## config.mk

```make
export PLATFORM = sky130hd
export DESIGN_NAME = rvbc_rotate
export DESIGN_NICKNAME = d
export VERILOG_FILES = /design/src/rtl/rvbc_pkg.sv /design/src/rtl/rvbc_rotate.sv
export SDC_FILE = /design/constraint.sdc
export NUM_CORES = 2
export LEC_CHECK = 0
export BUFFER_PORTS_ARGS = -buffer_cell sky130_fd_sc_hd__buf_2
export CAP_MARGIN = 20
export CORE_MARGIN = 8
export CORE_UTILIZATION = 50
export DETAILED_ROUTE_END_ITERATION = 12
export PLACE_DENSITY = 0.67
export SYNTH_ARGS = -nofsm -noshare
export SYNTH_HDL_FRONTEND = slang
export SYNTH_SLANG_ARGS = --single-unit
```

## constraint.sdc

```tcl
create_clock -name clk -period 8.6 [get_ports clk]
set_input_delay 0.43 -clock clk [delete_from_list [all_inputs] [get_ports clk]]
set_output_delay 0.43 -clock clk [all_outputs]
set_load 0.005 [all_outputs]
```

## src/rtl/rvbc_pkg.sv

```systemverilog
`default_nettype none

package rvbc_pkg;

  // Field widths of the pose and corner items.
  localparam int SCALE_W = 24;
  localparam int COORD_W = 13;
  localparam int ALT_W   = 10;
  localparam int HEAD_W  = 9;
  localparam int PIX_W   = 16;

  // Altitude times scale, then the half size after dropping 16 fraction bits and halving.
  localparam int PROD_W     = ALT_W + SCALE_W;
  localparam int HALF_SHIFT = 17;
  localparam int HALF_W     = PROD_W - HALF_SHIFT;

  // Quarter-wave sine table covers 0 to 90 degrees.
  localparam int TAB_DEPTH = 91;
  localparam int IDX_W     = 7;

  localparam logic [HEAD_W-1:0] DEG_90  = 9'd90;
  localparam logic [HEAD_W-1:0] DEG_180 = 9'd180;
  localparam logic [HEAD_W-1:0] DEG_270 = 9'd270;
  localparam logic [HEAD_W-1:0] DEG_360 = 9'd360;

  localparam logic [SCALE_W-1:0] WIDTH_SCALE_RESET  = 24'd504336;
  localparam logic [SCALE_W-1:0] HEIGHT_SCALE_RESET = 24'd283178;

  localparam logic [1:0] LAST_CORNER_INDEX = 2'd3;

  typedef enum logic {
    CFG_WIDTH_SCALE  = 1'b0,
    CFG_HEIGHT_SCALE = 1'b1
  } cfg_reg_t;

  typedef struct packed {
    logic [COORD_W-1:0] center_x;
    logic [COORD_W-1:0] center_y;
    logic [ALT_W-1:0]   altitude;
    logic [HEAD_W-1:0]  heading_deg;
  } pose_t;

  typedef struct packed {
    logic [1:0]              corner_index;
    logic signed [PIX_W-1:0] corner_x;
    logic signed [PIX_W-1:0] corner_y;
    logic                    last_corner;
  } corner_t;

  // Pi with 60 fraction bits and its split by 180 for degree to radian conversion.
  localparam logic [63:0] PI_Q60      = 64'h3243F6A8885A308D;
  localparam logic [63:0] DEG_DIV     = 64'd180;
  localparam logic [63:0] PI_DEG_Q60  = PI_Q60 / DEG_DIV;
  localparam logic [63:0] PI_DEG_REM  = PI_Q60 % DEG_DIV;
  localparam int unsigned SERIES_TERMS = 40;

  // Unsigned quotient by restoring long division, truncated like integer division.
  // Only used to build constant tables during elaboration.
  function automatic logic [63:0] div_u64(input logic [63:0] num, input logic [63:0] den);
    logic [63:0] q;
    logic [64:0] r;
    q = '0;
    r = '0;
    for (int i = 63; i >= 0; i--) begin
      r = {r[63:0], num[i]};
      if (r >= {1'b0, den}) begin
        r    = r - {1'b0, den};
        q[i] = 1'b1;
      end
    end
    return q;
  endfunction

  // Sine of a whole degree from 0 to 90 with 60 fraction bits, by the Taylor series.
  // Only used to build constant tables during elaboration.
  function automatic logic [63:0] sin_q60(input int unsigned deg);
    logic [63:0]  x;
    logic [63:0]  x2;
    logic [63:0]  term;
    logic [63:0]  sum;
    logic [127:0] prod;
    logic [63:0]  divisor;
    x    = PI_DEG_Q60 * 64'(deg) + div_u64(PI_DEG_REM * 64'(deg), DEG_DIV);
    prod = 128'(x) * 128'(x);
    x2   = prod[123:60];
    term = x;
    sum  = x;
    for (int unsigned n = 1; n < SERIES_TERMS; n++) begin
      if (term != 64'd0) begin
        prod    = 128'(term) * 128'(x2);
        divisor = 64'(2 * n) * 64'(2 * n + 1);
        term    = div_u64(prod[123:60], divisor);
        if (n[0]) begin
          sum = sum - term;
        end else begin
          sum = sum + term;
        end
      end
    end
    return sum;
  endfunction

endpackage

`default_nettype wire

```

## src/rtl/rvbc_rotate.sv

```systemverilog
`default_nettype none

module rvbc_rotate import rvbc_pkg::*; #(
  parameter int TRIG_FRAC_BITS = 16,
  parameter int PW = HALF_W + TRIG_FRAC_BITS + 3
) (
  input  wire logic                               clk,
  input  wire logic                               rst,
  input  wire logic                               up_valid,
  output logic                                    up_ready,
  input  wire logic [HALF_W-1:0]                  half_w,
  input  wire logic [HALF_W-1:0]                  half_h,
  input  wire logic signed [TRIG_FRAC_BITS+1:0]   sin_v,
  input  wire logic signed [TRIG_FRAC_BITS+1:0]   cos_v,
  input  wire logic [COORD_W-1:0]                 cx_in,
  input  wire logic [COORD_W-1:0]                 cy_in,
  output logic                                    down_valid,
  input  wire logic                               down_ready,
  output logic signed [PW-1:0]                    p_wc,
  output logic signed [PW-1:0]                    p_hs,
  output logic signed [PW-1:0]                    p_hc,
  output logic signed [PW-1:0]                    p_ws,
  output logic [COORD_W-1:0]                      cx,
  output logic [COORD_W-1:0]                      cy
);

  // Four products of the half sizes with sine and cosine; corner signs come later.
  logic signed [HALF_W:0] hw_s;
  logic signed [HALF_W:0] hh_s;

  assign hw_s     = $signed({1'b0, half_w});
  assign hh_s     = $signed({1'b0, half_h});
  assign up_ready = !down_valid || down_ready;

  always_ff @(posedge clk) begin
    if (rst) begin
      down_valid <= 1'b0;
    end else if (up_ready) begin
      down_valid <= up_valid;
    end
  end

  always_ff @(posedge clk) begin
    if (up_ready && up_valid) begin
      p_wc <= hw_s * cos_v;
      p_hs <= hh_s * sin_v;
      p_hc <= hh_s * cos_v;
      p_ws <= hw_s * sin_v;
      cx   <= cx_in;
      cy   <= cy_in;
    end
  end

endmodule

`default_nettype wire

```

==> metrics <==
status=complete, no violations; Crit path largest cell delay=0.71 ns; initial antenna violation count=11; Post-Place Cells=6342; Synth Flop Type=edfxtp_1; CTS tree=yes; pin count of the biggest net entering global routing=72; actual slew at the worst max-slew pin=0.982 ns; Die X=323 µm; Starting Density=50.5%; DR iter-0 viols=1671; crit path kind=input pin to register; critical-path cell list=buf_2 > nand2_1 > fa_1 > fa_1 > fa_1 > fa_1 > inv_1 > fa_1 > inv_1 > fa_1 > inv_1 > ha_1 > nand3_1 > o22ai_1 > a211oi_1 > a21oi_1 > a2111oi_2 > a21oi_1 > nor3b_1 > a311oi_1; Vias=33700; # IOs=272; Critical Path Most Common Cell=fa_1; maxcap violations=0; Critical Path AT=6.69 ns; CP Capture Type=register; Fill cells=8645; DRC=0; final net count=6691; HPWL after DPL=90000 µm; Post-synth ARST share=0%; I/O Buffers=271; postcts setup bufs=0; DIE AREA=105000 µm²; CTS Buffer Depth=2; fin crit period=6.46 ns; FF+latch area=5120 µm²; post-route antenna net violation count=0; FP Rows=112; RSZ-0062 raised after global routing=false; Post-Syn Area per Cell=9.36 µm²; Clock Sink Count=171; drt pass-1 iters=5; most common cell after layout, fill and taps aside=inv_1; core area=93500 µm²; Final Hold Viols=0; commonest non-fill, non-tap cells in the layout=inv_1 (1185), fa_1 (960), and2_1 (631), nand2_1 (599), ha_1 (524); layout cells sized above 1=7.05%; synthesized instance count=5048; Seq/Total Area, Yosys=10.8%; Final Non-Filler Cells=6377; slowest CP cell=buf_2; Root Buffer=clkbuf_16; Worst Setup Start Kind=input pin; endpoints failing setup=0; final worst-path cycle share=75.1%; GRT Util Overall=23.4%; min-delay worst type=input pin to register; syn nets=6632; CTS Buf Count=17; Synthesis Warnings=0; clock slew at reported path FFs=0.08 ns; vias in the first global route=37500; RePlAce Congestion=0.846; Max transition margin=34.5%; Netlist cell types=77; crit-path max FO=36; Synth-to-Final Area Change=5.97%; wire length per cell=18.3 µm; Max Fclk=155 MHz; synthesized area=47200 µm²; CTS resizes=0; first-pass GRT wire length=195000 µm; H-tree depth=4; hold buffers post-CTS=0; Post-synth EDFFs=170; die height=323 µm; Clock Skew=0.0169 ns; Slew Limit Fails=0; Congestion Overflow GR=0; drt total wl=117000 µm; register bit total from synthesis=171; worst skew pair latency=0.51 ns; CP required=8.84 ns; Multi-input gate area=36700 µm²; vias per cell=5.28; Fin Setup TNS=0 ns
## final cells by class
type / instances / area share, %
Timing Repair Buffer: 305 / 3.22
Multi-Input combinational cell: 3426 / 73.3
Clock buffer: 18 / 0.857
Antenna cell: 3 / 0.0150
Tap cell: 1254 / 3.13
Inverter: 1186 / 8.89
Clock inverter: 14 / 0.392
Sequential cell: 171 / 10.2
## cell usage after synthesis (3+ instances only)
library cell | number | area share [%]
inv_1 | 1185 | 9.4
fa_1 | 960 | 41
and2_1 | 632 | 8.4
nand2_1 | 599 | 4.8
ha_1 | 524 | 14
clkbuf_1 | 262 | 2.1
edfxtp_1 | 170 | 11
a21oi_1 | 107 | 1.1
nor2_1 | 81 | 0.64
xnor2_1 | 75 | 1.4
a21o_1 | 62 | 0.99
nand2b_1 | 50 | 0.66
xor2_1 | 41 | 0.76
o21ai_0 | 40 | 0.42
nand3_1 | 31 | 0.33
a31oi_1 | 25 | 0.33
nor3_1 | 21 | 0.22
and3_1 | 18 | 0.24
nor2b_1 | 17 | 0.23
o21ai_1 | 16 | 0.17
o21bai_1 | 14 | 0.22
nand4_1 | 11 | 0.15
o21a_1 | 9 | 0.14
a211oi_1 | 8 | 0.13
a221oi_1 | 5 | 0.093
a311oi_1 | 5 | 0.093
o211ai_1 | 5 | 0.079
o31ai_1 | 5 | 0.079
a211o_1 | 4 | 0.074
or4b_1 | 3 | 0.064
## critical path, delay by kind of cell
family          cells  cell delay (ns)
compound gates      6             1.37
simple gates        3             0.62
fa+ha+maj           7             3.41
buf+inv             4             0.85
## cell families (layout without fill, tap and decap cells)
kind of cell / after synthesis / count (layout) / share of synthesized area [%]
simple gates: 1475 / 1475 / 15.9
xor+xnor: 116 / 116 / 2.15
fa+ha+maj: 1484 / 1484 / 54.6
buf+inv: 1451 / 1523 / 11.5
other cells: 0 / 3 / 0
compound gates: 348 / 348 / 4.99
mux: 3 / 3 / 0.0662
flops: 171 / 171 / 10.8
## sequential cells by signal, indices dropped and copies added (netlist names)
name,flops
p_hc,36
p_hs,36
p_wc,36
p_ws,36
cx,13
cy,13
down_valid,1
## per-layer routing
layer / global-route usage [%] / up-vias / share of wire (%)
met5: 0 / - / 0.031
met4: 7.24 / 6 / 2.6
met3: 3.76 / 197 / 6.1
met2: 41.8 / 970 / 51
met1: 29.1 / 17400 / 40
li1: - / 15200 / -
## final timing paths
path | cells after the start | to | from | slack (ns)
setup / recovery | 20 | p_hc[34] | half_h[9] | 2.14
hold / removal | 2 | down_valid | rst | 0.07
setup reg to reg | 3 | p_wc[34] | down_valid | 6.31
hold reg to reg | 2 | down_valid | down_valid | 0.52
## through the flow
stage	worst slack, ns	hold WS [ns]	area (µm²)	util [%]
final	2.14	0.0685	50100	53.6
after global placement	1.77	0.499	49400	52.9
after detailed placement	1.64	0.513	49400	52.9
after CTS	2.21	0.0174	50100	53.6
after floorplan	2.41	0.499	47200	-
after global routing	1.78	0.0303	50100	53.6
Power is not shown: default switching activity piles up to over one toggle a cycle in this logic, so the estimate is an artifact.
