===== config.mk =====
export PLATFORM = sky130hd
export DESIGN_NAME = rvbc_front
export DESIGN_NICKNAME = d
export VERILOG_FILES = /design/src/rtl/rvbc_pkg.sv /design/src/rtl/rvbc_front.sv
export SDC_FILE = /design/constraint.sdc
export NUM_CORES = 1
export LEC_CHECK = 0
export BUFFER_PORTS_ARGS = -buffer_cell sky130_fd_sc_hd__buf_2
export CAP_MARGIN = 30
export CORE_UTILIZATION = 45
export DETAILED_ROUTE_END_ITERATION = 8
export SETUP_SLACK_MARGIN = 0.15
export SLEW_MARGIN = 25
export SYNTH_ARGS = -nofsm -noshare
export SYNTH_HDL_FRONTEND = slang
export SYNTH_SLANG_ARGS = --single-unit

===== constraint.sdc =====
create_clock -name clk -period 15.9 [get_ports clk]
set_input_delay 1.59 -clock clk [delete_from_list [all_inputs] [get_ports clk]]
set_output_delay 1.59 -clock clk [all_outputs]
set_load 0.02 [all_outputs]

===== src/rtl/rvbc_pkg.sv =====
`default_nettype none

package rvbc_pkg;

  // Field widths of the pose and corner items.
  localparam int SCALE_W = 24;
  localparam int COORD_W = 13;
  localparam int ALT_W   = 10;
  localparam int HEAD_W  = 9;
  localparam int PIX_W   = 16;

  // Altitude times scale, then the half size after dropping 16 fraction bits and halving.
  localparam int PROD_W     = ALT_W + SCALE_W;
  localparam int HALF_SHIFT = 17;
  localparam int HALF_W     = PROD_W - HALF_SHIFT;

  // Quarter-wave sine table covers 0 to 90 degrees.
  localparam int TAB_DEPTH = 91;
  localparam int IDX_W     = 7;

  localparam logic [HEAD_W-1:0] DEG_90  = 9'd90;
  localparam logic [HEAD_W-1:0] DEG_180 = 9'd180;
  localparam logic [HEAD_W-1:0] DEG_270 = 9'd270;
  localparam logic [HEAD_W-1:0] DEG_360 = 9'd360;

  localparam logic [SCALE_W-1:0] WIDTH_SCALE_RESET  = 24'd504336;
  localparam logic [SCALE_W-1:0] HEIGHT_SCALE_RESET = 24'd283178;

  localparam logic [1:0] LAST_CORNER_INDEX = 2'd3;

  typedef enum logic {
    CFG_WIDTH_SCALE  = 1'b0,
    CFG_HEIGHT_SCALE = 1'b1
  } cfg_reg_t;

  typedef struct packed {
    logic [COORD_W-1:0] center_x;
    logic [COORD_W-1:0] center_y;
    logic [ALT_W-1:0]   altitude;
    logic [HEAD_W-1:0]  heading_deg;
  } pose_t;

  typedef struct packed {
    logic [1:0]              corner_index;
    logic signed [PIX_W-1:0] corner_x;
    logic signed [PIX_W-1:0] corner_y;
    logic                    last_corner;
  } corner_t;

  // Pi with 60 fraction bits and its split by 180 for degree to radian conversion.
  localparam logic [63:0] PI_Q60      = 64'h3243F6A8885A308D;
  localparam logic [63:0] DEG_DIV     = 64'd180;
  localparam logic [63:0] PI_DEG_Q60  = PI_Q60 / DEG_DIV;
  localparam logic [63:0] PI_DEG_REM  = PI_Q60 % DEG_DIV;
  localparam int unsigned SERIES_TERMS = 40;

  // Unsigned quotient by restoring long division, truncated like integer division.
  // Only used to build constant tables during elaboration.
  function automatic logic [63:0] div_u64(input logic [63:0] num, input logic [63:0] den);
    logic [63:0] q;
    logic [64:0] r;
    q = '0;
    r = '0;
    for (int i = 63; i >= 0; i--) begin
      r = {r[63:0], num[i]};
      if (r >= {1'b0, den}) begin
        r    = r - {1'b0, den};
        q[i] = 1'b1;
      end
    end
    return q;
  endfunction

  // Sine of a whole degree from 0 to 90 with 60 fraction bits, by the Taylor series.
  // Only used to build constant tables during elaboration.
  function automatic logic [63:0] sin_q60(input int unsigned deg);
    logic [63:0]  x;
    logic [63:0]  x2;
    logic [63:0]  term;
    logic [63:0]  sum;
    logic [127:0] prod;
    logic [63:0]  divisor;
    x    = PI_DEG_Q60 * 64'(deg) + div_u64(PI_DEG_REM * 64'(deg), DEG_DIV);
    prod = 128'(x) * 128'(x);
    x2   = prod[123:60];
    term = x;
    sum  = x;
    for (int unsigned n = 1; n < SERIES_TERMS; n++) begin
      if (term != 64'd0) begin
        prod    = 128'(term) * 128'(x2);
        divisor = 64'(2 * n) * 64'(2 * n + 1);
        term    = div_u64(prod[123:60], divisor);
        if (n[0]) begin
          sum = sum - term;
        end else begin
          sum = sum + term;
        end
      end
    end
    return sum;
  endfunction

endpackage

`default_nettype wire


===== src/rtl/rvbc_front.sv =====
`default_nettype none

module rvbc_front import rvbc_pkg::*; #(
  parameter int TRIG_FRAC_BITS = 16
) (
  input  wire logic                               clk,
  input  wire logic                               rst,
  input  wire logic                               up_valid,
  output logic                                    up_ready,
  input  wire pose_t                              pose,
  input  wire logic [SCALE_W-1:0]                 width_scale,
  input  wire logic [SCALE_W-1:0]                 height_scale,
  output logic                                    down_valid,
  input  wire logic                               down_ready,
  output logic [HALF_W-1:0]                       half_w,
  output logic [HALF_W-1:0]                       half_h,
  output logic signed [TRIG_FRAC_BITS+1:0]        sin_v,
  output logic signed [TRIG_FRAC_BITS+1:0]        cos_v,
  output logic [COORD_W-1:0]                      cx,
  output logic [COORD_W-1:0]                      cy
);

  // Quarter-wave sine magnitudes, rounded to nearest at TRIG_FRAC_BITS.
  logic [TRIG_FRAC_BITS:0] sin_tab [TAB_DEPTH];

  for (genvar g = 0; g < TAB_DEPTH; g++) begin : g_tab
    localparam logic [63:0] RAW = sin_q60(g);
    localparam logic [63:0] RND = (RAW + (64'd1 << (59 - TRIG_FRAC_BITS)))
                                  >> (60 - TRIG_FRAC_BITS);
    assign sin_tab[g] = RND[TRIG_FRAC_BITS:0];
  end

  // Stage one: scale products and heading folding into one quadrant.
  logic                s1_valid;
  logic [PROD_W-1:0]   s1_wprod;
  logic [PROD_W-1:0]   s1_hprod;
  logic [IDX_W-1:0]    s1_sin_idx;
  logic [IDX_W-1:0]    s1_cos_idx;
  logic                s1_sin_neg;
  logic                s1_cos_neg;
  logic [COORD_W-1:0]  s1_cx;
  logic [COORD_W-1:0]  s1_cy;
  logic                s1_ready;
  logic                s2_ready;

  logic [HEAD_W-1:0]   head_mod;
  logic [IDX_W-1:0]    sin_idx_next;
  logic [IDX_W-1:0]    cos_idx_next;
  logic                sin_neg_next;
  logic                cos_neg_next;

  assign head_mod = (pose.heading_deg >= DEG_360) ? pose.heading_deg - DEG_360
                                                  : pose.heading_deg;

  always_comb begin
    priority if (head_mod <= DEG_90) begin
      sin_idx_next = IDX_W'(head_mod);
      cos_idx_next = IDX_W'(DEG_90 - head_mod);
      sin_neg_next = 1'b0;
      cos_neg_next = 1'b0;
    end else if (head_mod <= DEG_180) begin
      sin_idx_next = IDX_W'(DEG_180 - head_mod);
      cos_idx_next = IDX_W'(head_mod - DEG_90);
      sin_neg_next = 1'b0;
      cos_neg_next = 1'b1;
    end else if (head_mod <= DEG_270) begin
      sin_idx_next = IDX_W'(head_mod - DEG_180);
      cos_idx_next = IDX_W'(DEG_270 - head_mod);
      sin_neg_next = 1'b1;
      cos_neg_next = 1'b1;
    end else begin
      sin_idx_next = IDX_W'(DEG_360 - head_mod);
      cos_idx_next = IDX_W'(head_mod - DEG_270);
      sin_neg_next = 1'b1;
      cos_neg_next = 1'b0;
    end
  end

  assign s1_ready = !s1_valid || s2_ready;
  assign up_ready = s1_ready;

  always_ff @(posedge clk) begin
    if (rst) begin
      s1_valid <= 1'b0;
    end else if (s1_ready) begin
      s1_valid <= up_valid;
    end
  end

  always_ff @(posedge clk) begin
    if (s1_ready && up_valid) begin
      s1_wprod   <= PROD_W'(pose.altitude) * PROD_W'(width_scale);
      s1_hprod   <= PROD_W'(pose.altitude) * PROD_W'(height_scale);
      s1_sin_idx <= sin_idx_next;
      s1_cos_idx <= cos_idx_next;
      s1_sin_neg <= sin_neg_next;
      s1_cos_neg <= cos_neg_next;
      s1_cx      <= pose.center_x;
      s1_cy      <= pose.center_y;
    end
  end

  // Stage two: table lookup with sign, and the half sizes.
  logic signed [TRIG_FRAC_BITS+1:0] sin_mag;
  logic signed [TRIG_FRAC_BITS+1:0] cos_mag;

  assign sin_mag  = $signed({1'b0, sin_tab[s1_sin_idx]});
  assign cos_mag  = $signed({1'b0, sin_tab[s1_cos_idx]});
  assign s2_ready = !down_valid || down_ready;

  always_ff @(posedge clk) begin
    if (rst) begin
      down_valid <= 1'b0;
    end else if (s2_ready) begin
      down_valid <= s1_valid;
    end
  end

  always_ff @(posedge clk) begin
    if (s2_ready && s1_valid) begin
      half_w <= s1_wprod[PROD_W-1:HALF_SHIFT];
      half_h <= s1_hprod[PROD_W-1:HALF_SHIFT];
      sin_v  <= s1_sin_neg ? -sin_mag : sin_mag;
      cos_v  <= s1_cos_neg ? -cos_mag : cos_mag;
      cx     <= s1_cx;
      cy     <= s1_cy;
    end
  end

endmodule

`default_nettype wire


==> results.py <==
metrics = {
    "outcome": {
        "outcome": "completed",
    },
    "timing": {
        "finalHoldViolCount": 0,
        "final-max-slew-violation-count": 0,
        "fin_ws_ps": 8130,
        "worst_pin_slew_ps": 981,
        "final.setup.tns_ps": 0,
        "timing.fmax_mhz": 129,
        "slew_headroom_pct": 34.6,
        "finalCritPeriodShare_pct": 48.9,
        "setup-violations-final": 0,
        "final.setup_skew_ps": 13.5,
        "period_needed_ps": 7770,
        "rsz0062_at_grt": "false",
    },
    "drt": {
        "dr.pass1.iters": 6,
        "via_per_inst": 5.57,
        "drt_wl_total_um": 65600,
        "via_count": 19600,
        "drcViolationCount": 0,
        "drt.antenna.violating_nets": 0,
        "wire_per_inst_um": 18.7,
        "drtIter0Drc": 1639,
    },
    "yosys": {
        "synth-seq-area-share_pct": 20.5,
        "yosys_warnings": 0,
        "synth_cell_type_count": 101,
        "ys.flop_type": "edfxtp_1",
        "syn_area_per_cell_sq_um": 9.34,
        "synthCells": 2700,
        "ys_async_sr_fraction_pct": 0,
        "netlist_area_sq_um": 25200,
        "ys_seq_elements": 173,
        "syn_nets": 3318,
        "synth_edf_count": 171,
    },
    "grt": {
        "antenna_found_initial": 10,
        "grt_first_pass_wirelength_um": 106000,
        "gr-usage-all-layers_pct": 23.5,
        "grt_pass1_vias": 20000,
        "grtUsageMet2_pct": 40.4,
        "met1_usage_pct": 31.1,
        "use_met3_pct": 2.96,
        "grt_max_degree": 108,
        "grt-ovfl-total": 0,
        "top_usage_layer": "met2",
    },
    "cts": {
        "htree_levels": 4,
        "clkTransAtPathRegs_ps": 80,
        "cts_root_buf": "clkbuf_16",
        "post_cts_resize_count": 0,
        "cts_tree": "done",
        "post_cts_buffers": 0,
        "numClockSinks": 173,
        "clk_path_buf_depth": 2,
        "cts_made_buffers": 17,
        "clk_latency_ps": 460,
        "hold_buffers": 0,
    },
    "setup_path": {
        "critical_path.max_stage_delay_ps": 730,
        "end_kind": "flip-flop",
        "path_common_cell": "fa_1",
        "crit_arrival_ps": 7980,
        "crit_buf_inv": 3,
        "critPathMaxFanout": 48,
        "setup.worst_path.class": "input port to flip-flop",
        "critPathTopFamily": "adder cells",
        "crit_chain": "buf_2, and2_1, fa_1, fa_1, fa_1, fa_1, inv_1, fa_1, inv_1, ha_1, a21o_1, a21o_1, a2111oi_0, a31oi_1, a31oi_1, o21ai_1, a211oi_1, o21bai_1, xnor2_1",
        "start_kind": "input port",
        "required_ps": 16110,
        "cp_slowest_cell": "buf_2",
    },
    "placement": {
        "gp_congestion": 0.923,
        "dp_hpwl_um": 48800,
        "dpl.cell_count": 3475,
        "portBuffers": 194,
        "pre_cts_ws_ps": 7550,
    },
    "layout": {
        "fin_cells": 3508,
        "nets": 3365,
        "post-route-util_pct": 49.2,
        "area.growth.synth_to_final_pct": 7.64,
        "layout_common_cells": "inv_1, fa_1, nand2_1",
        "diodes": 0,
        "fillCellCount": 5182,
        "final_common_cell": "inv_1",
        "drive_gt1_share_pct": 11.1,
    },
    "floorplan": {
        "die_w_um": 239,
        "die_h_um": 239,
        "io_pins": 195,
        "initial_core_util_pct": 45.7,
        "core_area_sq_um": 55200,
        "fp.dieArea_sq_um": 57000,
        "rows": 86,
    },
    "power": {
        "vdd_ir_drop_max_mv": 0.0952,
        "finalPower_uw": 3910,
        "p_leak_uw": 0.0124,
        "powerDensity_nw_per_um2": 144,
    },
    "run": {
        "maxCapViolCount": 0,
    },
    "min_path": {
        "hold_path_class": "flip-flop to flip-flop",
    },
}
-- final cells by class --
type                            instances  area, sq um  share of cell area (%)
Clock inverter                         15          216                   0.798
Inverter                              372         1400                    5.15
Tap cell                              748          936                    3.45
Clock buffer                           17          425                    1.57
Sequential cell                       173         5170                    19.1
Multi-Input combinational cell       1968        17800                    65.7
Timing Repair Buffer                  215         1150                    4.23
-- metrics by stage --
step                      cell area [sq um]  hold WS, ps
after global routing                  27100          427
after detailed placement              26500          405
after CTS                             27100          419
after floorplan                       25200          400
final                                 27100          414
after global placement                26500          401
-- path summary, 6_finish.rpt --
| path | from | endpoint | slack [ps] | cells after the start |
|---|---|---|---|---|
| max | pose[14] | s1_wprod[33]$_DFFE_PP_ | 8130 | 19 |
| min | s1_cy[2]$_DFFE_PP_ | cy[2]$_DFFE_PP_ | 410 | 0 |
| max reg2reg | s1_sin_idx[0]$_DFFE_PP_ | cos_v[12]$_DFFE_PP_ | 11330 | 12 |
| min reg2reg | s1_cy[2]$_DFFE_PP_ | cy[2]$_DFFE_PP_ | 410 | 0 |
-- report_power, final --
part	internal [uW]	switching, uW	leakage, uW	total, uW
clock	230	214	0.000305	444
combinational	1140	1580	0.0105	2720
sequential	713	28.3	0.00165	741
total	2080	1820	0.0124	3910
-- routing by layer --
layer  up-vias  wire, um
met5         -       100
met4        16      1170
met3        98      3290
met2       620     33000
met1      9842     28100
li1       8981         -
-- sequential cells by signal, summed over array words and instances (netlist names), 17 cells and up --
| signal | cells |
|---|---|
| half_h | 17 |
| half_w | 17 |
| s1_hprod | 17 |
| cos_v | 18 |
| s1_wprod | 17 |
| sin_v | 18 |
-- synthesized netlist by cell type, drive strengths merged, types with 28 or more instances --
library cell	n	share of area (%)
nand2	338	5.0
xnor2	49	1.7
ha	173	8.6
nor2	80	1.2
o21ai	111	2.2
clkbuf	129	1.9
fa	348	28
inv	371	5.5
nand2b	37	0.96
edfxtp	171	20
nor2b	28	0.69
nand3	36	0.73
buf	58	1.3
a21oi	111	2.2
and2	253	6.3
nor3	35	0.69
-- cell families after synthesis --
family,after synthesis,synth area share (%)
simple gates,873,17.5
mux,28,1.73
flops,173,20.5
buf+inv,559,8.77
xor+xnor,76,2.70
fa+ha+maj,521,36.2
compound gates,470,12.6
(Power assumes the default switching activity.)
