File: config.mk
export PLATFORM = sky130hd
export DESIGN_NAME = rvbc_corner
export DESIGN_NICKNAME = d
export VERILOG_FILES = /design/src/rtl/rvbc_pkg.sv /design/src/rtl/rvbc_corner.sv
export SDC_FILE = /design/constraint.sdc
export NUM_CORES = 1
export LEC_CHECK = 0
export BUFFER_PORTS_ARGS = -buffer_cell sky130_fd_sc_hd__buf_4
export CORE_ASPECT_RATIO = 0.9
export CORE_UTILIZATION = 30
export DETAILED_ROUTE_END_ITERATION = 12
export PLACE_DENSITY = 0.51
export RECOVER_POWER = 25
export SETUP_SLACK_MARGIN = 0.02
export SYNTH_ARGS = -nofsm -noshare
export SYNTH_HDL_FRONTEND = slang
export SYNTH_SLANG_ARGS = --single-unit
File: constraint.sdc
create_clock -name clk -period 22.7 [get_ports clk]
set_input_delay 0 -clock clk [delete_from_list [all_inputs] [get_ports clk]]
set_output_delay 0 -clock clk [all_outputs]
set_load 0.05 [all_outputs]
File: src/rtl/rvbc_pkg.sv
`default_nettype none

package rvbc_pkg;

  // Field widths of the pose and corner items.
  localparam int SCALE_W = 24;
  localparam int COORD_W = 13;
  localparam int ALT_W   = 10;
  localparam int HEAD_W  = 9;
  localparam int PIX_W   = 16;

  // Altitude times scale, then the half size after dropping 16 fraction bits and halving.
  localparam int PROD_W     = ALT_W + SCALE_W;
  localparam int HALF_SHIFT = 17;
  localparam int HALF_W     = PROD_W - HALF_SHIFT;

  // Quarter-wave sine table covers 0 to 90 degrees.
  localparam int TAB_DEPTH = 91;
  localparam int IDX_W     = 7;

  localparam logic [HEAD_W-1:0] DEG_90  = 9'd90;
  localparam logic [HEAD_W-1:0] DEG_180 = 9'd180;
  localparam logic [HEAD_W-1:0] DEG_270 = 9'd270;
  localparam logic [HEAD_W-1:0] DEG_360 = 9'd360;

  localparam logic [SCALE_W-1:0] WIDTH_SCALE_RESET  = 24'd504336;
  localparam logic [SCALE_W-1:0] HEIGHT_SCALE_RESET = 24'd283178;

  localparam logic [1:0] LAST_CORNER_INDEX = 2'd3;

  typedef enum logic {
    CFG_WIDTH_SCALE  = 1'b0,
    CFG_HEIGHT_SCALE = 1'b1
  } cfg_reg_t;

  typedef struct packed {
    logic [COORD_W-1:0] center_x;
    logic [COORD_W-1:0] center_y;
    logic [ALT_W-1:0]   altitude;
    logic [HEAD_W-1:0]  heading_deg;
  } pose_t;

  typedef struct packed {
    logic [1:0]              corner_index;
    logic signed [PIX_W-1:0] corner_x;
    logic signed [PIX_W-1:0] corner_y;
    logic                    last_corner;
  } corner_t;

  // Pi with 60 fraction bits and its split by 180 for degree to radian conversion.
  localparam logic [63:0] PI_Q60      = 64'h3243F6A8885A308D;
  localparam logic [63:0] DEG_DIV     = 64'd180;
  localparam logic [63:0] PI_DEG_Q60  = PI_Q60 / DEG_DIV;
  localparam logic [63:0] PI_DEG_REM  = PI_Q60 % DEG_DIV;
  localparam int unsigned SERIES_TERMS = 40;

  // Unsigned quotient by restoring long division, truncated like integer division.
  // Only used to build constant tables during elaboration.
  function automatic logic [63:0] div_u64(input logic [63:0] num, input logic [63:0] den);
    logic [63:0] q;
    logic [64:0] r;
    q = '0;
    r = '0;
    for (int i = 63; i >= 0; i--) begin
      r = {r[63:0], num[i]};
      if (r >= {1'b0, den}) begin
        r    = r - {1'b0, den};
        q[i] = 1'b1;
      end
    end
    return q;
  endfunction

  // Sine of a whole degree from 0 to 90 with 60 fraction bits, by the Taylor series.
  // Only used to build constant tables during elaboration.
  function automatic logic [63:0] sin_q60(input int unsigned deg);
    logic [63:0]  x;
    logic [63:0]  x2;
    logic [63:0]  term;
    logic [63:0]  sum;
    logic [127:0] prod;
    logic [63:0]  divisor;
    x    = PI_DEG_Q60 * 64'(deg) + div_u64(PI_DEG_REM * 64'(deg), DEG_DIV);
    prod = 128'(x) * 128'(x);
    x2   = prod[123:60];
    term = x;
    sum  = x;
    for (int unsigned n = 1; n < SERIES_TERMS; n++) begin
      if (term != 64'd0) begin
        prod    = 128'(term) * 128'(x2);
        divisor = 64'(2 * n) * 64'(2 * n + 1);
        term    = div_u64(prod[123:60], divisor);
        if (n[0]) begin
          sum = sum - term;
        end else begin
          sum = sum + term;
        end
      end
    end
    return sum;
  endfunction

endpackage

`default_nettype wire

File: src/rtl/rvbc_corner.sv
`default_nettype none

module rvbc_corner import rvbc_pkg::*; #(
  parameter int TRIG_FRAC_BITS = 16,
  parameter int PW = HALF_W + TRIG_FRAC_BITS + 3
) (
  input  wire logic                  clk,
  input  wire logic                  rst,
  input  wire logic                  up_valid,
  output logic                       up_ready,
  input  wire logic signed [PW-1:0]  p_wc,
  input  wire logic signed [PW-1:0]  p_hs,
  input  wire logic signed [PW-1:0]  p_hc,
  input  wire logic signed [PW-1:0]  p_ws,
  input  wire logic [COORD_W-1:0]    cx,
  input  wire logic [COORD_W-1:0]    cy,
  output logic                       corner_valid,
  input  wire logic                  corner_stall,
  output corner_t                    corner
);

  localparam int SW = PW + 2;
  localparam logic signed [SW-1:0] PIX_MAX = SW'(32767);
  localparam logic signed [SW-1:0] PIX_MIN = SW'(-32768);

  // Holder: keeps one box and hands out its corners one at a time.
  logic                h_valid;
  logic [1:0]          h_cnt;
  logic signed [PW-1:0] h_wc;
  logic signed [PW-1:0] h_hs;
  logic signed [PW-1:0] h_hc;
  logic signed [PW-1:0] h_ws;
  logic [COORD_W-1:0]  h_cx;
  logic [COORD_W-1:0]  h_cy;

  logic sum_valid;
  logic sum_ready;
  logic out_ready;
  logic fire;
  logic take;

  assign fire     = h_valid && sum_ready;
  assign up_ready = !h_valid || (fire && h_cnt == LAST_CORNER_INDEX);
  assign take     = up_valid && up_ready;

  always_ff @(posedge clk) begin
    if (rst) begin
      h_valid <= 1'b0;
      h_cnt   <= 2'd0;
    end else if (take) begin
      h_valid <= 1'b1;
      h_cnt   <= 2'd0;
    end else if (fire) begin
      h_valid <= (h_cnt != LAST_CORNER_INDEX);
      h_cnt   <= h_cnt + 2'd1;
    end
  end

  always_ff @(posedge clk) begin
    if (take) begin
      h_wc <= p_wc;
      h_hs <= p_hs;
      h_hc <= p_hc;
      h_ws <= p_ws;
      h_cx <= cx;
      h_cy <= cy;
    end
  end

  // Corner signs: x offset is negative on corners 0 and 3, y offset on corners 2 and 3.
  logic                 neg_dx;
  logic                 neg_dy;
  logic signed [SW-1:0] e_wc;
  logic signed [SW-1:0] e_hs;
  logic signed [SW-1:0] e_hc;
  logic signed [SW-1:0] e_ws;
  logic signed [SW-1:0] ctr_x;
  logic signed [SW-1:0] ctr_y;
  logic signed [SW-1:0] sum_x_next;
  logic signed [SW-1:0] sum_y_next;

  assign neg_dx = (h_cnt == 2'd0) || (h_cnt == LAST_CORNER_INDEX);
  assign neg_dy = h_cnt[1];
  assign e_wc   = SW'(h_wc);
  assign e_hs   = SW'(h_hs);
  assign e_hc   = SW'(h_hc);
  assign e_ws   = SW'(h_ws);
  assign ctr_x  = SW'(h_cx) << TRIG_FRAC_BITS;
  assign ctr_y  = SW'(h_cy) << TRIG_FRAC_BITS;

  // x = dx*cos - dy*sin + cx, y = dy*cos + dx*sin + cy
  assign sum_x_next = (neg_dx ? -e_wc : e_wc) + (neg_dy ? e_hs : -e_hs) + ctr_x;
  assign sum_y_next = (neg_dy ? -e_hc : e_hc) + (neg_dx ? -e_ws : e_ws) + ctr_y;

  logic signed [SW-1:0] sum_x;
  logic signed [SW-1:0] sum_y;
  logic [1:0]           sum_idx;

  assign sum_ready = !sum_valid || out_ready;

  always_ff @(posedge clk) begin
    if (rst) begin
      sum_valid <= 1'b0;
    end else if (sum_ready) begin
      sum_valid <= h_valid;
    end
  end

  always_ff @(posedge clk) begin
    if (fire) begin
      sum_x   <= sum_x_next;
      sum_y   <= sum_y_next;
      sum_idx <= h_cnt;
    end
  end

  // Output stage: truncate toward zero to whole pixels, then clamp to 16 bits.
  logic signed [SW-1:0] shx;
  logic signed [SW-1:0] shy;
  logic signed [SW-1:0] qx;
  logic signed [SW-1:0] qy;
  logic signed [PIX_W-1:0] pix_x;
  logic signed [PIX_W-1:0] pix_y;

  assign shx = sum_x >>> TRIG_FRAC_BITS;
  assign shy = sum_y >>> TRIG_FRAC_BITS;
  assign qx  = shx + $signed(SW'(sum_x[SW-1] && (|sum_x[TRIG_FRAC_BITS-1:0])));
  assign qy  = shy + $signed(SW'(sum_y[SW-1] && (|sum_y[TRIG_FRAC_BITS-1:0])));

  always_comb begin
    priority if (qx > PIX_MAX) begin
      pix_x = PIX_MAX[PIX_W-1:0];
    end else if (qx < PIX_MIN) begin
      pix_x = PIX_MIN[PIX_W-1:0];
    end else begin
      pix_x = qx[PIX_W-1:0];
    end
    priority if (qy > PIX_MAX) begin
      pix_y = PIX_MAX[PIX_W-1:0];
    end else if (qy < PIX_MIN) begin
      pix_y = PIX_MIN[PIX_W-1:0];
    end else begin
      pix_y = qy[PIX_W-1:0];
    end
  end

  assign out_ready = !corner_valid || !corner_stall;

  always_ff @(posedge clk) begin
    if (rst) begin
      corner_valid <= 1'b0;
    end else if (out_ready) begin
      corner_valid <= sum_valid;
    end
  end

  always_ff @(posedge clk) begin
    if (out_ready && sum_valid) begin
      corner.corner_index <= sum_idx;
      corner.corner_x     <= pix_x;
      corner.corner_y     <= pix_y;
      corner.last_corner  <= (sum_idx == LAST_CORNER_INDEX);
    end
  end

  // The holder never sits mid-box without an item.
  a_cnt_needs_item: assert property (@(posedge clk) disable iff (rst)
    h_cnt != 2'd0 |-> h_valid)
    else $error("corner counter running with an empty holder");

  // Once a non-final corner is taken, the next corner of the same box is ready at once.
  a_corner_follows: assert property (@(posedge clk) disable iff (rst)
    corner_valid && !corner_stall && !corner.last_corner |=>
      corner_valid && corner.corner_index == $past(corner.corner_index) + 2'd1)
    else $error("corner sequence broke inside a box");

  // The final flag and the fourth index always agree.
  a_last_matches_index: assert property (@(posedge clk) disable iff (rst)
    corner_valid |-> (corner.last_corner == (corner.corner_index == LAST_CORNER_INDEX)))
    else $error("last corner flag disagrees with corner index");

endmodule

`default_nettype wire

==> summary.txt <==
Outcome
  • Outcome: finished, final reports clean

Placement
  • IO Port Bufs: 210
  • Pre-CTS setup slack: around 17000 ps
  • Hpwl dp: ~37 mm
  • RePlAce Congestion: 0.877
  • Area after DPL: between 20000 and 25000 um2

CTS
  • CTS Buffer Depth: 3
  • Worst-path clk slew: approximately 60 ps
  • TritonCTS clock tree: done
  • CTS Sinks: roughly 290
  • Clk Latency, worst-skew pair: 540 ps
  • CTS root buf: clkbuf_16
  • CTS buffer count: 34
  • H-Tree Depth: 2

Synthesis
  • Syn_area_per_cell: 10.9 um2
  • Synthesis Warnings: 0
  • Synth area leader: edfxtp_1
  • Post-synth cell types: 64
  • Post-Synthesis Cells: approximately 1700
  • Fraction of the yosys area taken by sequential cells: between 40% and 50%
  • Number of flops mapped to enable cells by yosys: around 280
  • Top cells by area, synth: edfxtp_1 47%, ha_1 9.0%, xnor2_1 6.1%
  • Synth async-reset ratio: 0%
  • Synth Register Bits: 288
  • Top FF cell, synth: edfxtp_1
  • Post-synth net total: 1986
  • Post-synth top area share: between 40% and 50%
  • Post-Syn Area: 18000 um2

Drt
  • Vias: 13788
  • DR vias/cell: 4.84
  • Number of remaining DRC errors: 0
  • Post-DRT Antenna Nets: 0
  • Initial DRC count: about 950
  • First-pass DRT Iterations: 5
  • Per-cell routed wire length: approximately 17 um
  • Post-Route WL: 49.0 mm

Worst hold path
  • Hold-critical path endpoint: h_hs[15]$_DFFE_PP_
  • Hold crit path type: primary input to flip-flop
  • Worst Hold Depth: 2
  • Worst hold start: p_hs[15]

Timing
  • Final Hold Viols: 0
  • Fin crit share: roughly a quarter
  • Final setup TNS: 0 ps
  • Clock skew: between 20 and 25 ps
  • Minimum clock period after layout: 5900 ps
  • Final worst slack: 16800 ps
  • Fmax: about 170 MHz
  • Max-slew violations: 0
  • Final setup fails: 0
  • RSZ-0062 raised after global routing: false
  • Slew @ Worst Pin: about 1100 ps
  • Max transition margin: between 20 and 30%

Layout
  • Most frequent cells in the layout: 283 x edfxtp_1, 174 x dlygate4sd3_1, 151 x a21oi_1
  • Final instance area: roughly 23000 um2
  • Area delta synth->final: 29.3%
  • # nets final: ~2400
  • Ant diodes: 0
  • Share of cells above drive strength 1: a little over an eighth
  • Commonest non-fill, non-tap cell in the layout: edfxtp_1

Job
  • Max cap viols: 0

Worst setup path
  • Worst EP arrival: approximately 6200 ps
  • R2r setup slk: roughly 17000 ps
  • CP Class: flip-flop to flip-flop
  • Crit path max fanout: 6
  • R2R Path Start: h_ws[2]$_DFFE_PP_
  • Startpoint class of the critical path: flip-flop
  • Critical Path RT: around 23000 ps
  • Reg-to-reg endpoint: sum_y[37]$_DFFE_PP_
  • R2R depth: 20
  • Critical path endpoint category: flip-flop

Floorplan
  • FP Rows: 84
  • Chip Height: around 230 um
  • Die width: between 200 and 300 um
  • IO Pins: between 200 and 250
  • Die area: 60900 um2
  • Core area: 58800 um2
  • Initial Utilization: 30.6%

Power
  • Peak supply drop: approximately 0.044 mV
  • Cell Pwr Density: around 82 nW/um2
  • Static Leak: between 0.008 and 0.009 uW

GRT
  • Grt total ovfl: 0
  • Largest net degree at the start of global routing: 173
  • Number of global-route vias before repair: between 10000 and 15000
  • Initial antenna violation count: 3
  • Global-route wire length before repair: 75.7 mm
  • Tot GR Track Use: approximately 16%
-- area by class of cell --
type	instances	area (um2)
clock buffers	41	908
clock inverters	18	176
fillers	5666	35500
inverters	124	465
multi-input cells	1213	8810
flip-flops and latches	288	8600
well taps	774	968
repair buffers	391	3300
-- worst max-delay path: stages, from the launching register on --
cell and delay [ps]:
edfxtp_1 420, nor2_1 170, nor4b_1 680, nor3b_1 520, nand2_1 140, nor2_1 240
nor2_1 80, xnor2_1 170, fa_1 490, inv_1 40, ha_1 340, nand2_1 160
nor2_1 250, nand3_1 100, o31ai_1 370, nand3_1 160, a32oi_1 410, a221oi_1 220
o21ai_1 350, a221oi_1 160, xnor2_1 160
-- per-layer routing --
metal | GRT usage [%] | routed length (um) | vias to the layer above | part of all wire [%]
li1 | - | - | 6829 | -
met1 | 23.5 | 24100 | 6531 | 49
met2 | 24.8 | 21200 | 378 | 43
met3 | 2.57 | 2910 | 50 | 5.9
met4 | 3.62 | 736 | 0 | 1.5
met5 | 0 | 0 | - | 0
-- registers in the layout, indices dropped and copies added, names as in the netlist --
signal and flops:
h_cy 13, h_valid 1, sum_valid 1, corner_valid 1, sum_y 38, corner 35
h_cx 13, sum_idx 2, h_ws 36, h_cnt 2, h_hs 36, h_hc 36
h_wc 36, sum_x 38
-- what timing repair did --
action,4_1_cts,5_1_grt
gates resized for setup,0,0
hold endpoints to repair,175,0
buffers inserted,0,0
hold buffers,174,0
-- synthesized netlist by cell type (all sizes together) (5+ instances only) --
| cell type | n |
|---|---|
| o21ai | 70 |
| nand4 | 19 |
| fa | 28 |
| o31ai | 13 |
| xor2 | 109 |
| nor3b | 5 |
| inv | 124 |
| o21bai | 16 |
| o21a | 10 |
| nor3 | 41 |
| and3 | 14 |
| nor4 | 34 |
| or4 | 8 |
| nor2b | 12 |
| ha | 129 |
| a21oi | 151 |
| nor2 | 149 |
| or3 | 13 |
| o211ai | 8 |
| and2 | 8 |
| a211oi | 7 |
| edfxtp | 283 |
| nand2b | 10 |
| a21o | 32 |
| nand2 | 78 |
| a21boi | 5 |
| a31oi | 23 |
| dfxtp | 5 |
| nand3 | 33 |
| clkbuf | 26 |
| xnor2 | 125 |
-- report_power, final --
| part | switching [uW] | internal, uW |
|---|---|---|
| registers | 50.0 | 690 |
| logic | 360 | 269 |
| clock network | 225 | 319 |
-- per-stage QoR --
step,hold slack (ps),utilization (%),power [uW],cells
final,190,39.5,1910,2849
after CTS,131,39.7,1940,2849
after global routing,165,39.5,2030,2849
after floorplan,69.1,-,1180,1655
after detailed placement,179,34.9,1360,2616
after global placement,178,34.9,1350,2616
-- cell families after synthesis --
group	share of synthesized area (%)
DFF	47.9
adders and majority gates	12.1
xor gates and xnor gates	11.4
buffers and inverters	3.22
AOI/OAI and AO/OA	12.6
and+or+nand+nor	12.4
muxes	0.474
-- worst max-delay path by stage --
stage | to | from | cells past startpoint | slack, ps
2_1_floorplan | h_cx[0]$_DFFE_PP_ | corner_valid$_SDFFE_PP0P_ | 3 | 13630
3_3_place_gp | sum_y[37]$_DFFE_PP_ | h_ws[2]$_DFFE_PP_ | 20 | 17080
3_5_place_dp | sum_y[37]$_DFFE_PP_ | h_ws[2]$_DFFE_PP_ | 20 | 16940
4_1_cts | sum_y[37]$_DFFE_PP_ | h_ws[2]$_DFFE_PP_ | 20 | 16890
5_1_grt | sum_y[37]$_DFFE_PP_ | h_ws[2]$_DFFE_PP_ | 20 | 16280
6_report | sum_y[37]$_DFFE_PP_ | h_ws[2]$_DFFE_PP_ | 20 | 16800
Note: power is estimated with default switching activity, not from simulation.
